`src/pskr_fifo.sv`:
```
module pskr_fifo #(
    parameter int unsigned WIDTH = 8
) (
    input  logic             i_clk,
    input  logic             i_rst_n,
    input  logic             i_push,
    output logic             o_push_ready,
    input  logic [WIDTH-1:0] i_push_data,
    output logic             o_pop_valid,
    input  logic             i_pop,
    output logic [WIDTH-1:0] o_pop_data
);

    logic [WIDTH-1:0] r_mem [2];
    logic             r_wp;
    logic             r_rp;
    logic [1:0]       r_cnt;
    logic             push_ok;
    logic             pop_ok;

    assign o_push_ready = (r_cnt != 2'd2);
    assign o_pop_valid  = (r_cnt != 2'd0);
    assign o_pop_data   = r_mem[r_rp];
    assign push_ok      = i_push && o_push_ready;
    assign pop_ok       = i_pop && o_pop_valid;

    always_ff @(posedge i_clk) begin
        if (!i_rst_n) begin
            r_wp  <= 1'b0;
            r_rp  <= 1'b0;
            r_cnt <= 2'd0;
        end else begin
            if (push_ok) begin
                r_wp <= ~r_wp;
            end
            if (pop_ok) begin
                r_rp <= ~r_rp;
            end
            if (push_ok && !pop_ok) begin
                r_cnt <= r_cnt + 2'd1;
            end else if (pop_ok && !push_ok) begin
                r_cnt <= r_cnt - 2'd1;
            end
        end
    end

    always_ff @(posedge i_clk) begin
        if (push_ok) begin
            r_mem[r_wp] <= i_push_data;
        end
    end

endmodule

```
`config.mk`:
```
export PLATFORM = sky130hd
export DESIGN_NAME = pskr_fifo
export DESIGN_NICKNAME = d
export VERILOG_FILES = /design/src/pskr_fifo.sv
export SDC_FILE = /design/constraint.sdc
export NUM_CORES = 1
export LEC_CHECK = 0
export BUFFER_PORTS_ARGS = -buffer_cell sky130_fd_sc_hd__buf_2
export CAP_MARGIN = 20
export CORE_MARGIN = 3
export CORE_UTILIZATION = 44
export CTS_CLUSTER_SIZE = 8
export DETAILED_ROUTE_END_ITERATION = 16
export GPL_ROUTABILITY_DRIVEN = 0
export PLACE_DENSITY = 0.78
export SETUP_SLACK_MARGIN = 0.1
export SYNTH_ARGS = -nofsm -noshare
export SYNTH_HDL_FRONTEND = slang
export SYNTH_SLANG_ARGS = --single-unit
```
`constraint.sdc`:
```
create_clock -name i_clk -period 1.6 [get_ports i_clk]
set_input_delay 0.24 -clock i_clk [delete_from_list [all_inputs] [get_ports i_clk]]
set_output_delay 0.24 -clock i_clk [all_outputs]
set_load 0.01 [all_outputs]
```
# == Word-level counts from Yosys, hierarchy flattened ==
# Memory sizes are Yosys's and may differ from the RTL's. A register that Yosys moved wholly into a read port is not among the register bits.
# Index checks and enable logic that the tools add are counted.
# totals
regBits,4
mem_bits_rw,16
in_bits,12
output_inout_bits,10
elab_cells,23
mem_count,1
# classes
n_addsub,2
eq_ne,1
muxes,6
n_bitwise,2
reduce_logical,8
# mem_list
memory,words,word_bits,rd,rd_clocked_by_memory_dff,write_ports,line,rtl
r_mem,2,8,1,1,1,14,logic [WIDTH-1:0] r_mem [2];
# ops
operator,count
$logic_and 1x1->1,4
$mux 1,4
$mux 2,2
$reduce_bool 2->1,2
$add 2x1->2 const B,1
$logic_not 1->1,2
$ne 2x2->1 const B,1
$not 1->1,2
$sub 2x1->2 const B,1

# == Longest topological paths before layout ==
# depth
ltp_word,6
ltp_mapped,6

# == Worst setup path after synthesis ==
# OpenSTA, ideal clock, no wires.
# synth_timing
kind,register to register
startpoint,register r_cnt[0]
endpoint,register r_cnt[1]
setup_time_ns,0.070
arrival_ns,1.447
path_slack_ns,0.083
stages_incl_launch_ff,6
path_buffers,0
synth_period_minus_slack_ns,1.517
path_cell_list,dfxtp_1 nand2b_4 and2_1 ha_1 or3_1 a21oi_1
# synth_between
elab_chain_len,5
elab_cells_between_ends,13
# synth_lines
element,line,rtl
"start, declared",17,logic [1:0] r_cnt;
"start signal, assigned",40,r_cnt <= r_cnt + 2'd1;
"start signal, assigned",42,r_cnt <= r_cnt - 2'd1;
$ne 2x2->1 *,21,assign o_push_ready = (r_cnt != 2'd2);
net o_push_ready,7,"output logic o_push_ready,"
$logic_and 1x1->1 *,24,assign push_ok = i_push && o_push_ready;
net push_ok,18,logic push_ok;
$logic_not 1->1,41,end else if (pop_ok && !push_ok) begin
$logic_and 1x1->1,41,
$reduce_bool 2->1 (no source line),--,
# Mark *: on every way through the listed nets, which the timed path passes. The rest lies on a longest branch. The select of a mux whose other input is x is not followed.
# A chain may end at the register's enable or synchronous reset.

# == Worst setup path after layout ==
# layout_timing
startpoint,register r_cnt[0]
endpoint,register r_cnt[1]
# layout_between
elab_chain_len,5
elab_cells_between_ends,13
# layout_lines
element,line
$ne 2x2->1 *,21
$logic_and 1x1->1 *,24
net push_ok,18
$logic_not 1->1,41
$logic_and 1x1->1,41
$reduce_bool 2->1 (no source line),--
# Marks and branches as above.

==> metrics <==
antenna violations before repair=0; largest net degree at the start of global routing=13; Layout area overhead=27.8%; CTS Buf Count=3; cell accounting for the most synthesized area=edfxtp_1; FF-to-FF path depth=6; clock edge transition at the registers on the reported setup and hold paths=about 0.11 ns; Hold Buf Count CTS=0; Initial Util=~50%; # DRC=0; row count=14; final hold viol count=0; vias per cell=between 4 and 5; Port-buffer cells=21; leakage power=0.419 nW; FF-to-FF setup slack=about 0.085 ns; setup TNS=0 ns; min-delay worst type=input pin to flop; Fin Hold WS=about 0.12 ns; detailed-route via count=roughly 480; slowest cell on the critical path=dfxtp_4; clock root buffer=clkbuf_4; Slew @ Worst Pin=0.379 ns; critical path class=flop to flop; FMAX=between 600 and 700 MHz; die width=48.9 um; Die Area=2390 um^2; commonest non-fill, non-tap cell in the layout=buf_2; register area share after synthesis=a little under three quarters; most frequent cells in the layout=buf_2, edfxtp_1, mux2_2; top-area cell type share of the netlist area=~59%; CTS tree=yes; worst skew pair latency=approximately 0.3 ns; hpwl dp=slightly above 800 um; Final nets=91; Initial DRC Count=10; Core ar.=~1600 um^2; RSZ-0062 raised after global routing=yes; Avg Cell Area, Syn=roughly 16 um^2; share of cells above drive strength 1=59.7%; final worst path period share=a little over nine tenths; number of global-route vias before repair=about 460; overall power=about 1.6 mW; Max Transition Viols Final=0; top post-synthesis cells by area=edfxtp_1, dfxtp_1, mux2_2; total gr overflow=0; Diodes inserted=0; Synth Net Count=between 60 and 70; synth warn=0; Avg WL per Cell=around 13 um; die span in y=48.9 um; Worst EP arrival=1.75 ns; CP top delay family=simple AND/OR/NAND/NOR gates; PwrDens=about 1500 nW/um^2; Hold Path Cell Cnt=1; clock skew=approximately 0.0058 ns; status=completed; Worst EP required=1.83 ns; Antenna Nets Post-Route=0; r2r startpoint=r_cnt[0]; crit path cell chain=nand2b_4, and2_4, ha_4, xor2_1, or3_1, a21oi_2; crit path max fanout=5; Hold Path End=r_mem[1][1]; endpoints failing setup=0; drt pass-1 iters=4; worst vdd ir=about 0.83 mV; Slew HR=74.7%; H-tree depth=1; synth unique cells=17; All-Layer GR Usage=about 11%; # IOs=22; Syn Std Cell Area=810 um^2; first-pass GRT wire length=~2000 um; hold path startpoint=i_push_data[1]; Max-Cap Viols=0; Total Routed Length=1280 um; minimum clock period after layout=~1.5 ns; Worst setup SP type=flop; Yosys reg bits=21; slowest stage delay, CP=~0.37 ns; clock sink count=21; Setup crit end kind=flop; worst r2r dst=r_cnt[1]; Worst Path Buf+Inv=0; Clock Path Buffers=2; Post-Synthesis Cells=50
[worst max-delay path by stage]
stage / start / endpoint / slack (ns) / cells after the start
6_report: r_cnt[0] / r_cnt[1] / 0.08 / 6
5_1_grt: r_cnt[0] / r_cnt[1] / 0.04 / 6
4_1_cts: r_cnt[0] / r_cnt[1] / 0.10 / 6
3_5_place_dp: r_cnt[0] / r_cnt[1] / 0.03 / 5
3_3_place_gp: r_cnt[0] / r_cnt[1] / 0.10 / 5
2_1_floorplan: r_cnt[0] / r_cnt[1] / 0.10 / 5
[routing by layer]
layer	vias up	share of wire [%]	track usage (%)
met5	-	0	0
met4	0	1.0	4.27
met3	2	7.5	6.12
met2	15	52	19.5
met1	227	39	11.0
li1	235	-	-
[state kept, by name, summed over array words and instances, names as in the netlist, named ones only]
| signal | count |
|---|---|
| r_rp | 1 |
| r_cnt | 2 |
| r_mem | 16 |
| r_wp | 1 |
[synth_stat cells]
master and instances:
edfxtp_1 16, mux2_2 8, dfxtp_1 5, nor2_1 3, xor2_1 3, a21oi_1 2
inv_1 2, o21ai_0 2, a21bo_2 1, and2_1 1, and3_1 1, buf_2 1
ha_1 1, nand2b_4 1, nand3b_1 1, or2_2 1, or3_1 1
[metrics by stage]
step / area (um^2) / instances / worst slack (ns) / util (%)
CTS: 1010 / 101 / 0.102 / 62.7
global placement: 947 / 95 / 0.103 / 58.8
global route: 1030 / 101 / 0.0411 / 64.2
detailed placement: 947 / 95 / 0.0302 / 58.8
floorplan: 810 / 50 / 0.101 / -
finish: 1030 / 101 / 0.0846 / 64.2
[cell type report]
type	count	area, um^2
inverter	2	7.51
tap	24	30.0
fill	136	577
clock buffer	3	22.5
multi-input combinational	26	246
clock inverter	1	5.00
timing repair buffer	24	134
sequential	21	589
[timing repair]
item,CTS,global route
pin swaps,1,0
setup endpoints to repair,9,7
gates resized for setup,7,6
cloned,0,0
buffers inserted,2,0
[cells by family (layout without fill, tap and decap cells)]
family	after synthesis	after routing	share of synthesized area (%)
adder cells (fa/ha/maj)	1	1	1.55
flip-flops	21	21	71.7
buffers and inverters	3	30	1.55
AND/OR/NAND/NOR	9	9	7.11
XOR/XNOR	3	3	3.25
multiplexers	8	8	11.1
AO/OA/AOI/OAI	5	5	3.71
[where the power goes]
group          internal [mW]  switching, mW
Sequential             0.707         0.0788
Clock                 0.0931          0.146
Combinational          0.316          0.241
Total                   1.12          0.465
No activity file was read; power rests on OpenSTA's default activity.
