===== config.mk =====
export PLATFORM = sky130hd
export DESIGN_NAME = pskr_front_flat
export DESIGN_NICKNAME = d
export VERILOG_FILES = /design/src/pskr_pkg.sv /design/src/pskr_if.sv /design/src/pskr_front.sv /design/src/flat_wrapper.sv
export SDC_FILE = /design/constraint.sdc
export NUM_CORES = 1
export LEC_CHECK = 0
export ABC_AREA = 1
export BUFFER_PORTS_ARGS = -buffer_cell sky130_fd_sc_hd__buf_2
export CELL_PAD_IN_SITES_DETAIL_PLACEMENT = 0
export CELL_PAD_IN_SITES_GLOBAL_PLACEMENT = 1
export CORE_MARGIN = 4
export CORE_UTILIZATION = 54
export DETAILED_ROUTE_END_ITERATION = 7
export PLACE_DENSITY = 0.93
export SLEW_MARGIN = 5
export SYNTH_ARGS = -nofsm -noshare
export SYNTH_HDL_FRONTEND = slang
export SYNTH_SLANG_ARGS = --single-unit

===== constraint.sdc =====
create_clock -name i_clk -period 15.55 [get_ports i_clk]
set_input_delay 1.555 -clock i_clk [delete_from_list [all_inputs] [get_ports i_clk]]
set_output_delay 1.555 -clock i_clk [all_outputs]
set_load 0.01 [all_outputs]

===== src/pskr_pkg.sv =====
package pskr_pkg;

    localparam int unsigned TABLE_ENTRIES_DEF = 4096;
    localparam int unsigned TABLE_WAYS_DEF    = 4;
    localparam int unsigned COUNT_BITS_DEF    = 16;

    localparam logic [63:0] WINDOW_RST   = 64'd1000000000;
    localparam logic [15:0] KNOCKS_RST   = 16'd8;
    localparam logic [15:0] SESSIONS_RST = 16'd4;

    localparam logic [31:0] HASH_MUL = 32'h045D9F3B;

    localparam logic [1:0] CFG_WINDOW   = 2'd0;
    localparam logic [1:0] CFG_KNOCKS   = 2'd1;
    localparam logic [1:0] CFG_SESSIONS = 2'd2;

    typedef enum logic [1:0] {
        CMD_KNOCK   = 2'd0,
        CMD_RESERVE = 2'd1,
        CMD_RELEASE = 2'd2,
        CMD_NONE    = 2'd3
    } t_cmd;

    typedef enum logic [1:0] {
        VER_OK    = 2'd0,
        VER_RATE  = 2'd1,
        VER_SESS  = 2'd2,
        VER_EMPTY = 2'd3
    } t_verdict;

    typedef struct packed {
        logic [1:0]  command;
        logic [31:0] source_address;
        logic [63:0] time_now_ns;
    } t_req;

    typedef struct packed {
        logic [63:0] window_length_ns;
        logic [15:0] max_knocks_per_window;
        logic [15:0] max_sessions_per_source;
    } t_cfg;

endpackage


===== src/pskr_if.sv =====
interface pskr_req_if;
    logic        valid;
    logic        ready;
    logic [1:0]  command;
    logic [31:0] source_address;
    logic [63:0] time_now_ns;

    modport source (output valid, command, source_address, time_now_ns, input ready);
    modport sink (input valid, command, source_address, time_now_ns, output ready);
endinterface



===== src/pskr_front.sv =====
module pskr_front import pskr_pkg::*; #(
    parameter int unsigned SET_COUNT = TABLE_ENTRIES_DEF / TABLE_WAYS_DEF,
    parameter int unsigned SET_BITS  = $clog2(TABLE_ENTRIES_DEF / TABLE_WAYS_DEF)
) (
    input  logic                i_clk,
    input  logic                i_rst_n,
    input  logic                i_hold,
    pskr_req_if.sink            i_req,
    output logic                o_valid,
    input  logic                i_ready,
    output t_req                o_req,
    output logic [SET_BITS-1:0] o_set
);

    localparam int unsigned R_BITS = SET_BITS + 2;
    localparam logic [63:0] RECIP64 = (64'd1 << 32) / SET_COUNT;
    localparam logic [31:0] RECIP = RECIP64[31:0];
    localparam logic [31:0] DIV = 32'(SET_COUNT);
    localparam logic [R_BITS-1:0] D1 = R_BITS'(SET_COUNT);
    localparam logic [R_BITS-1:0] D2 = R_BITS'(2 * SET_COUNT);

    logic r_v1, r_v2, r_v3, r_v4;
    t_req r_req1, r_req2, r_req3, r_req4;
    logic [31:0] r_m1, r_h2, r_p2;
    logic [R_BITS-1:0] r_r3;
    logic [SET_BITS-1:0] r_set4;

    logic adv;
    logic take;
    logic [31:0] x1;
    logic [31:0] h2;
    logic [63:0] prod2;
    logic [31:0] qd3;
    logic [31:0] r3;
    logic [R_BITS-1:0] set4;
    t_req in_req;

    assign adv         = !r_v4 || i_ready;
    assign i_req.ready = adv && !i_hold;
    assign take        = i_req.valid && !i_hold;

    assign in_req.command        = i_req.command;
    assign in_req.source_address = i_req.source_address;
    assign in_req.time_now_ns    = i_req.time_now_ns;

    assign x1    = i_req.source_address ^ (i_req.source_address >> 16);
    assign h2    = r_m1 ^ (r_m1 >> 16);
    assign prod2 = 64'(h2) * 64'(RECIP);
    assign qd3   = r_p2 * DIV;
    assign r3    = r_h2 - qd3;

    always_comb begin
        if (r_r3 >= D2) begin
            set4 = r_r3 - D2;
        end else if (r_r3 >= D1) begin
            set4 = r_r3 - D1;
        end else begin
            set4 = r_r3;
        end
    end

    always_ff @(posedge i_clk) begin
        if (!i_rst_n) begin
            r_v1 <= 1'b0;
            r_v2 <= 1'b0;
            r_v3 <= 1'b0;
            r_v4 <= 1'b0;
        end else if (adv) begin
            r_v1 <= take;
            r_v2 <= r_v1;
            r_v3 <= r_v2;
            r_v4 <= r_v3;
        end
    end

    always_ff @(posedge i_clk) begin
        if (adv) begin
            r_req1 <= in_req;
            r_m1   <= x1 * HASH_MUL;
            r_req2 <= r_req1;
            r_h2   <= h2;
            r_p2   <= prod2[63:32];
            r_req3 <= r_req2;
            r_r3   <= r3[R_BITS-1:0];
            r_req4 <= r_req3;
            r_set4 <= set4[SET_BITS-1:0];
        end
    end

    assign o_valid = r_v4;
    assign o_req   = r_req4;
    assign o_set   = r_set4;

endmodule


===== src/flat_wrapper.sv =====
// flat-port wrapper written by rule: the top's interface ports become plain ports
module pskr_front_flat import pskr_pkg::*;
#(
    parameter int unsigned SET_COUNT = TABLE_ENTRIES_DEF / TABLE_WAYS_DEF,
    parameter int unsigned SET_BITS  = $clog2(TABLE_ENTRIES_DEF / TABLE_WAYS_DEF)
)
  (i_clk, i_rst_n, i_hold, o_valid, i_ready, o_req, o_set, i_req_valid, i_req_command, i_req_source_address, i_req_time_now_ns, i_req_ready);
  pskr_req_if i_req_i ();
  input  logic i_clk;
  input  logic i_rst_n;
  input  logic i_hold;
  output logic o_valid;
  input  logic i_ready;
  output t_req o_req;
  output logic [SET_BITS-1:0] o_set;
  input wire logic [$bits(i_req_i.valid)-1:0] i_req_valid;
  input wire logic [$bits(i_req_i.command)-1:0] i_req_command;
  input wire logic [$bits(i_req_i.source_address)-1:0] i_req_source_address;
  input wire logic [$bits(i_req_i.time_now_ns)-1:0] i_req_time_now_ns;
  output wire logic [$bits(i_req_i.ready)-1:0] i_req_ready;
  assign i_req_i.valid = i_req_valid;
  assign i_req_i.command = i_req_command;
  assign i_req_i.source_address = i_req_source_address;
  assign i_req_i.time_now_ns = i_req_time_now_ns;
  assign i_req_ready = i_req_i.ready;
  pskr_front #(.SET_COUNT(SET_COUNT), .SET_BITS(SET_BITS)) u_core (.i_clk(i_clk), .i_rst_n(i_rst_n), .i_hold(i_hold), .i_req(i_req_i), .o_valid(o_valid), .i_ready(i_ready), .o_req(o_req), .o_set(o_set));
endmodule

==> Word-level counts from Yosys, hierarchy flattened <==
Cells that the tools add are included.
{ "totals": {"regBits": 460, "inputBits": 103, "output_inout_bits": 110, "elab_cells": 36} }
{ "op_classes": {"add_sub_neg": 3, "multipliers": 1, "order_cmp": 2, "muxes": 2, "bitwise": 2, "n_reduce_logical": 5} }
{ "ops": {"columns": ["op", "count"], "rows": [
  ["multiplier 32 x 27 -> 28 bit, second input constant", 1],
  ["XOR 32 x 16 -> 32 bit", 1],
  ["two-way mux 10 bit", 2],
  ["subtractor 10 x 1 -> 10 bit, second input constant", 2],
  [">= comparator 12 x 11 -> 1 bit, second input constant", 1],
  [">= comparator 12 bit, second input constant", 1],
  ["subtractor 12 bit", 1],
  ["XOR 12 bit", 1],
  ["logical AND 1 bit", 2],
  ["logical NOT 1 bit", 2],
  ["logical OR 1 bit", 1]
]} }

==> Depth between registers and ports, before layout <==
{ "depth": {"ltp_word": 3, "ltp_mapped": 30, "mapped_depth_nobuf": 30} }

==> Worst setup path before layout <==
Ideal clock, no wire load.
{ "synth_path": {"path_type": "input to register", "start": "input i_ready", "end": "register u_core.r_req4 (netlist bit u_core.o_req[0]) (enable)", "t_arrival_ns": 10.200, "required_ns": 14.758, "path_slack_ns": 4.558, "stages": 2, "path_buffers": 0, "cell_sequence": "nor2_1 -> inv_1"} }
{ "synth_via": {"elab_chain_cells": 1} }
{ "synth_rtl": {"columns": ["item", "line_no", "text"], "rows": [
  ["start, declared", "flat_wrapper.sv:13", "input logic i_ready;"],
  ["logical OR 1 bit", "pskr_front.sv:38", "assign adv = !r_v4 || i_ready;"],
  ["end signal, assigned", "pskr_front.sv:85", "r_req4 <= r_req3;"],
  ["end, declared", "pskr_front.sv:23", "t_req r_req1, r_req2, r_req3, r_req4;"]
]} }
No other way between the ends.
A chain may end at the register's enable or synchronous reset.

==> Worst setup path in the final report <==
{ "layout_path": {"start": "input i_req_source_address[22]", "end": "register u_core.r_m1[22] (data pin)"} }
{ "layout_via": {"elab_chain_cells": 2} }
{ "layout_rtl": {"columns": ["item", "line_no", "text"], "rows": [
  ["start, declared", "flat_wrapper.sv:18", "input wire logic [$bits(i_req_i.source_address)-1:0] i_req_source_address;"],
  ["XOR 32 x 16 -> 32 bit", "pskr_front.sv:46", "assign x1 = i_req.source_address ^ (i_req.source_address >> 16);"],
  ["multiplier 32 x 27 -> 28 bit", "pskr_front.sv:79", "r_m1 <= x1 * HASH_MUL;"],
  ["end signal, assigned", "pskr_front.sv:79", null],
  ["end, declared", "pskr_front.sv:24", "logic [31:0] r_m1, r_h2, r_p2;"]
]} }
No other way between the ends.

==> impl_summary.log <==
INFO  metric outcome = completed
INFO  metric series_of_cell_instances_along_the_critical_path = buf_2 -> xor2_1 -> inv_1 -> nor2_1 -> nor2_1 -> ha_1 -> or2_2 -> ha_1 -> inv_1 -> fa_1 -> fa_1 -> inv_1 -> fa_1 -> fa_1 -> inv_1 -> fa_1 -> inv_1 -> ha_1 -> nand2_1 -> nor4_1 -> nand4_1 -> nand4_1 -> nand2_1
INFO  metric clk_pin_slew = 0.07 ns
INFO  metric slowest_delay = 0.71 ns
INFO  metric r2r_slack = 12.78 ns
INFO  metric finalSetupViolCount = 0
INFO  metric worst-slew-pin-transition = 1.16 ns
INFO  metric firstDrtPassIters = 5
INFO  metric rr_worst_depth = 4
INFO  metric max_freq = 136 MHz
INFO  metric final_area = 23600 um2
INFO  metric endpoint_kind = register
INFO  metric route.vias.total = 10600
INFO  metric final-instance-count-excl-fill = 2141
INFO  metric synthCells = 1334
INFO  metric die_area = just over 40000 um2
INFO  metric synthDominantAreaCellType = sky130_fd_sc_hd__edfxtp_1
INFO  metric drt-wirelength-per-cell = roughly 20 um
INFO  metric global_route.overflow_total = 0
INFO  metric number_of_buffers_created_by_cts = 42
INFO  metric floorplan.die.width = a little over 200 um
INFO  metric synth.top_cells.by_area = sky130_fd_sc_hd__edfxtp_1 (65%), sky130_fd_sc_hd__fa_1 (14%), sky130_fd_sc_hd__ha_1 (8.0%)
INFO  metric core = 37600 um2
INFO  metric buffer_levels_on_the_longest_clock_path = 3
INFO  metric dominantRegCellSynth = sky130_fd_sc_hd__edfxtp_1
INFO  metric nets = 1966
INFO  metric relSlewSlack = 0.228
INFO  metric synth.avg_cell_area = around 15 um2
INFO  metric timing.critical_path.required = 15.85 ns
INFO  metric area_growth_syn_to_layout = 15.2%
INFO  metric final_core_util = 0.629
INFO  metric drt_iter0_drc = 882
INFO  metric finalCriticalPeriod = ~7.3 ns
INFO  metric post_route_cells_drive_above_1_share = 0.177
INFO  metric finalHoldViolCount = 0
INFO  metric synth_async_sr_flop_share = 0
INFO  metric worst_setup_path_endpoint = u_core.r_m1[22]
INFO  metric clock-root-buffer = sky130_fd_sc_hd__clkbuf_16
INFO  metric synth.distinct_cells = 30
INFO  metric port_buffers = 212
INFO  metric regToRegEndpoint = u_core.o_req[42]
INFO  metric worst_path_max_delay_cell = sky130_fd_sc_hd__xor2_1
INFO  metric clk_latency = between 0.5 and 0.6 ns
INFO  metric cts_num_sinks = 446
INFO  metric route.detailed.drc = 0
INFO  metric finalClockSkew = 0.0250 ns
INFO  metric data_arrival_at_the_endpoint_of_the_critical_path = between 7 and 8 ns
INFO  metric crit_start = i_req_source_address[22]
INFO  metric detail_route.wirelength = 43300 um
INFO  metric row_count = 71
INFO  metric multi_input_comb_area = 5860 um2
INFO  metric synth_edf_count = 442
INFO  metric setup.worst_path.start_class = input pin
INFO  metric fill_cells = 2611
INFO  metric setup-tns-final = 0 ns
INFO  metric hold_path.class = reg -> reg
INFO  metric rr_startpoint = u_core.o_valid
INFO  metric grt.total_usage = 0.213
INFO  metric dpl_cells = 2059
INFO  metric pin_count_of_the_biggest_net_entering_global_routing = 202
INFO  metric place.detailed.hpwl = between 20000 and 30000 um
INFO  metric postCtsHoldBufs = 0
INFO  metric boundaryPins = approximately 210
INFO  metric die_y = 203 um
INFO  metric min_period_over_period = 0.472
INFO  metric worst-path-max-fanout = 8
INFO  metric start_util = 0.546
INFO  metric gp_congestion = 0.963
INFO  metric top_cell_type_s_share_of_synthesized_area = 0.647
INFO  metric clock_tree.htree_level_count = 2
INFO  metric postSynthRegisterBits = 446
INFO  metric max-cap-violations = 0
INFO  metric avgViaCountPerCell = 4.96
INFO  metric ant_nets = 0
INFO  metric placed_cell_area = 22300 um2
INFO  metric grt_antenna_before_repair = 12
INFO  metric kind_of_critical_path = in -> reg
INFO  metric seqCellArea = between 10000 and 15000 um2
INFO  metric synthesis.area = roughly 20000 um2
INFO  metric synth.net_count = 1708
INFO  metric grt_first_pass_wirelength = 66200 um
INFO  metric grt_pass1_vias = 11400
INFO  metric clock_tree_from_tritoncts = yes
INFO  metric drv_slew = 0
INFO  metric synth_warnings = 0
INFO  metric cts_post_setup_buffers_inserted = 0
INFO  metric postCtsResizedCells = 0
INFO  metric synth.yosys.seq_area_share = 0.651
INFO  metric synth_most_common_cell = sky130_fd_sc_hd__edfxtp_1
INFO  metric top_cells_by_count_synth = sky130_fd_sc_hd__edfxtp_1 (442), sky130_fd_sc_hd__inv_1 (347), sky130_fd_sc_hd__fa_1 (139), sky130_fd_sc_hd__ha_1 (132), sky130_fd_sc_hd__nand2_1 (107)
INFO  metric rsz0062_at_grt = no
==> final cells by class <==
cell class / count / share of cell area
clock buffers: 48 / 0.0463
clock inverters: 30 / 0.0121
flip-flops and latches: 446 / 0.565
multi-input cells: 540 / 0.248
well taps: 511 / 0.0270
inverters: 348 / 0.0556
repair buffers: 214 / 0.0460
diodes: 4 / 0.000423
==> cell families (layout without fill, tap and decap cells) <==
group	count (synthesis)	count (layout)	synth area share
AND/OR/NAND/NOR	177	177	0.0352
adder cells (fa/ha/maj)	271	271	0.216
AO/OA/AOI/OAI	41	41	0.0122
other	0	4	0
buffers and inverters	348	640	0.0637
XOR/XNOR	51	51	0.0221
flip-flops	446	446	0.651
==> sequential cells by signal, indices dropped and copies added (netlist names) <==
name	count
u_core.r_h2	10
u_core.r_req2	98
u_core.r_req1	98
u_core.r_req3	98
u_core.o_set	10
u_core.r_m1	20
u_core.r_r3	10
u_core.r_v2	1
u_core.r_v1	1
u_core.r_v3	1
u_core.o_req	98
u_core.o_valid	1
==> per-stage QoR <==
stage	worst slack, ns	hold slack (ns)
CTS	8.22	0.398
finish	8.21	0.403
global placement	7.88	0.400
detailed placement	7.68	0.405
floorplan	4.56	0.400
global route	7.76	0.415
==> layout by cell type, fill, tap and decap left out, types with 3 or more instances in the layout <==
cell | netlist | layout
sky130_fd_sc_hd__xnor2_1 | 17 | 17
sky130_fd_sc_hd__edfxtp_1 | 442 | 442
sky130_fd_sc_hd__a21o_1 | 3 | 3
sky130_fd_sc_hd__clkbuf_16 | 0 | 43
sky130_fd_sc_hd__clkinv_1 | 0 | 12
sky130_fd_sc_hd__a21oi_1 | 16 | 16
sky130_fd_sc_hd__or2_2 | 4 | 4
sky130_fd_sc_hd__clkinv_2 | 0 | 6
sky130_fd_sc_hd__clkinv_8 | 0 | 3
sky130_fd_sc_hd__nand2_1 | 107 | 107
sky130_fd_sc_hd__ha_1 | 132 | 132
sky130_fd_sc_hd__nand3_1 | 11 | 11
sky130_fd_sc_hd__inv_1 | 347 | 346
sky130_fd_sc_hd__fa_1 | 139 | 139
sky130_fd_sc_hd__dfxtp_1 | 4 | 4
sky130_fd_sc_hd__bufinv_16 | 0 | 4
sky130_fd_sc_hd__diode_2 | 0 | 4
sky130_fd_sc_hd__o21ai_0 | 11 | 11
sky130_fd_sc_hd__xor2_1 | 33 | 33
sky130_fd_sc_hd__buf_2 | 0 | 212
sky130_fd_sc_hd__nor2_1 | 44 | 44
sky130_fd_sc_hd__clkbuf_1 | 0 | 5
sky130_fd_sc_hd__nand4_1 | 4 | 4
==> per-layer routing <==
layer	track usage	vias to the layer above	share of wire
met4	0.0550	18	0.021
li1	-	4875	-
met3	0.0497	75	0.072
met5	0	-	0.0026
met1	0.277	5278	0.41
met2	0.367	375	0.49
==> worst min-delay path by stage <==
stage | start | to | slack, ns | cells after the start
after global routing | u_core.r_req1[88] | u_core.r_req2[88] | 0.42 | 0
final | u_core.r_req3[78] | u_core.o_req[78] | 0.40 | 0
after CTS | u_core.r_req2[82] | u_core.r_req3[82] | 0.40 | 0
after detailed placement | u_core.r_req3[16] | u_core.o_req[16] | 0.40 | 0
after global placement | u_core.r_req1[94] | u_core.r_req2[94] | 0.40 | 0
after floorplan | u_core.r_req3[0] | u_core.o_req[0] | 0.40 | 0
==> worst max-delay path, delay by kind of cell <==
kind                     cells  cell delay [ns]
XOR/XNOR                     1             0.71
adder cells (fa/ha/maj)      8             3.13
buffers and inverters        6             0.48
AND/OR/NAND/NOR              8             1.76
Power is not shown: default switching activity piles up to over one toggle a cycle in this logic, so the estimate is an artifact.
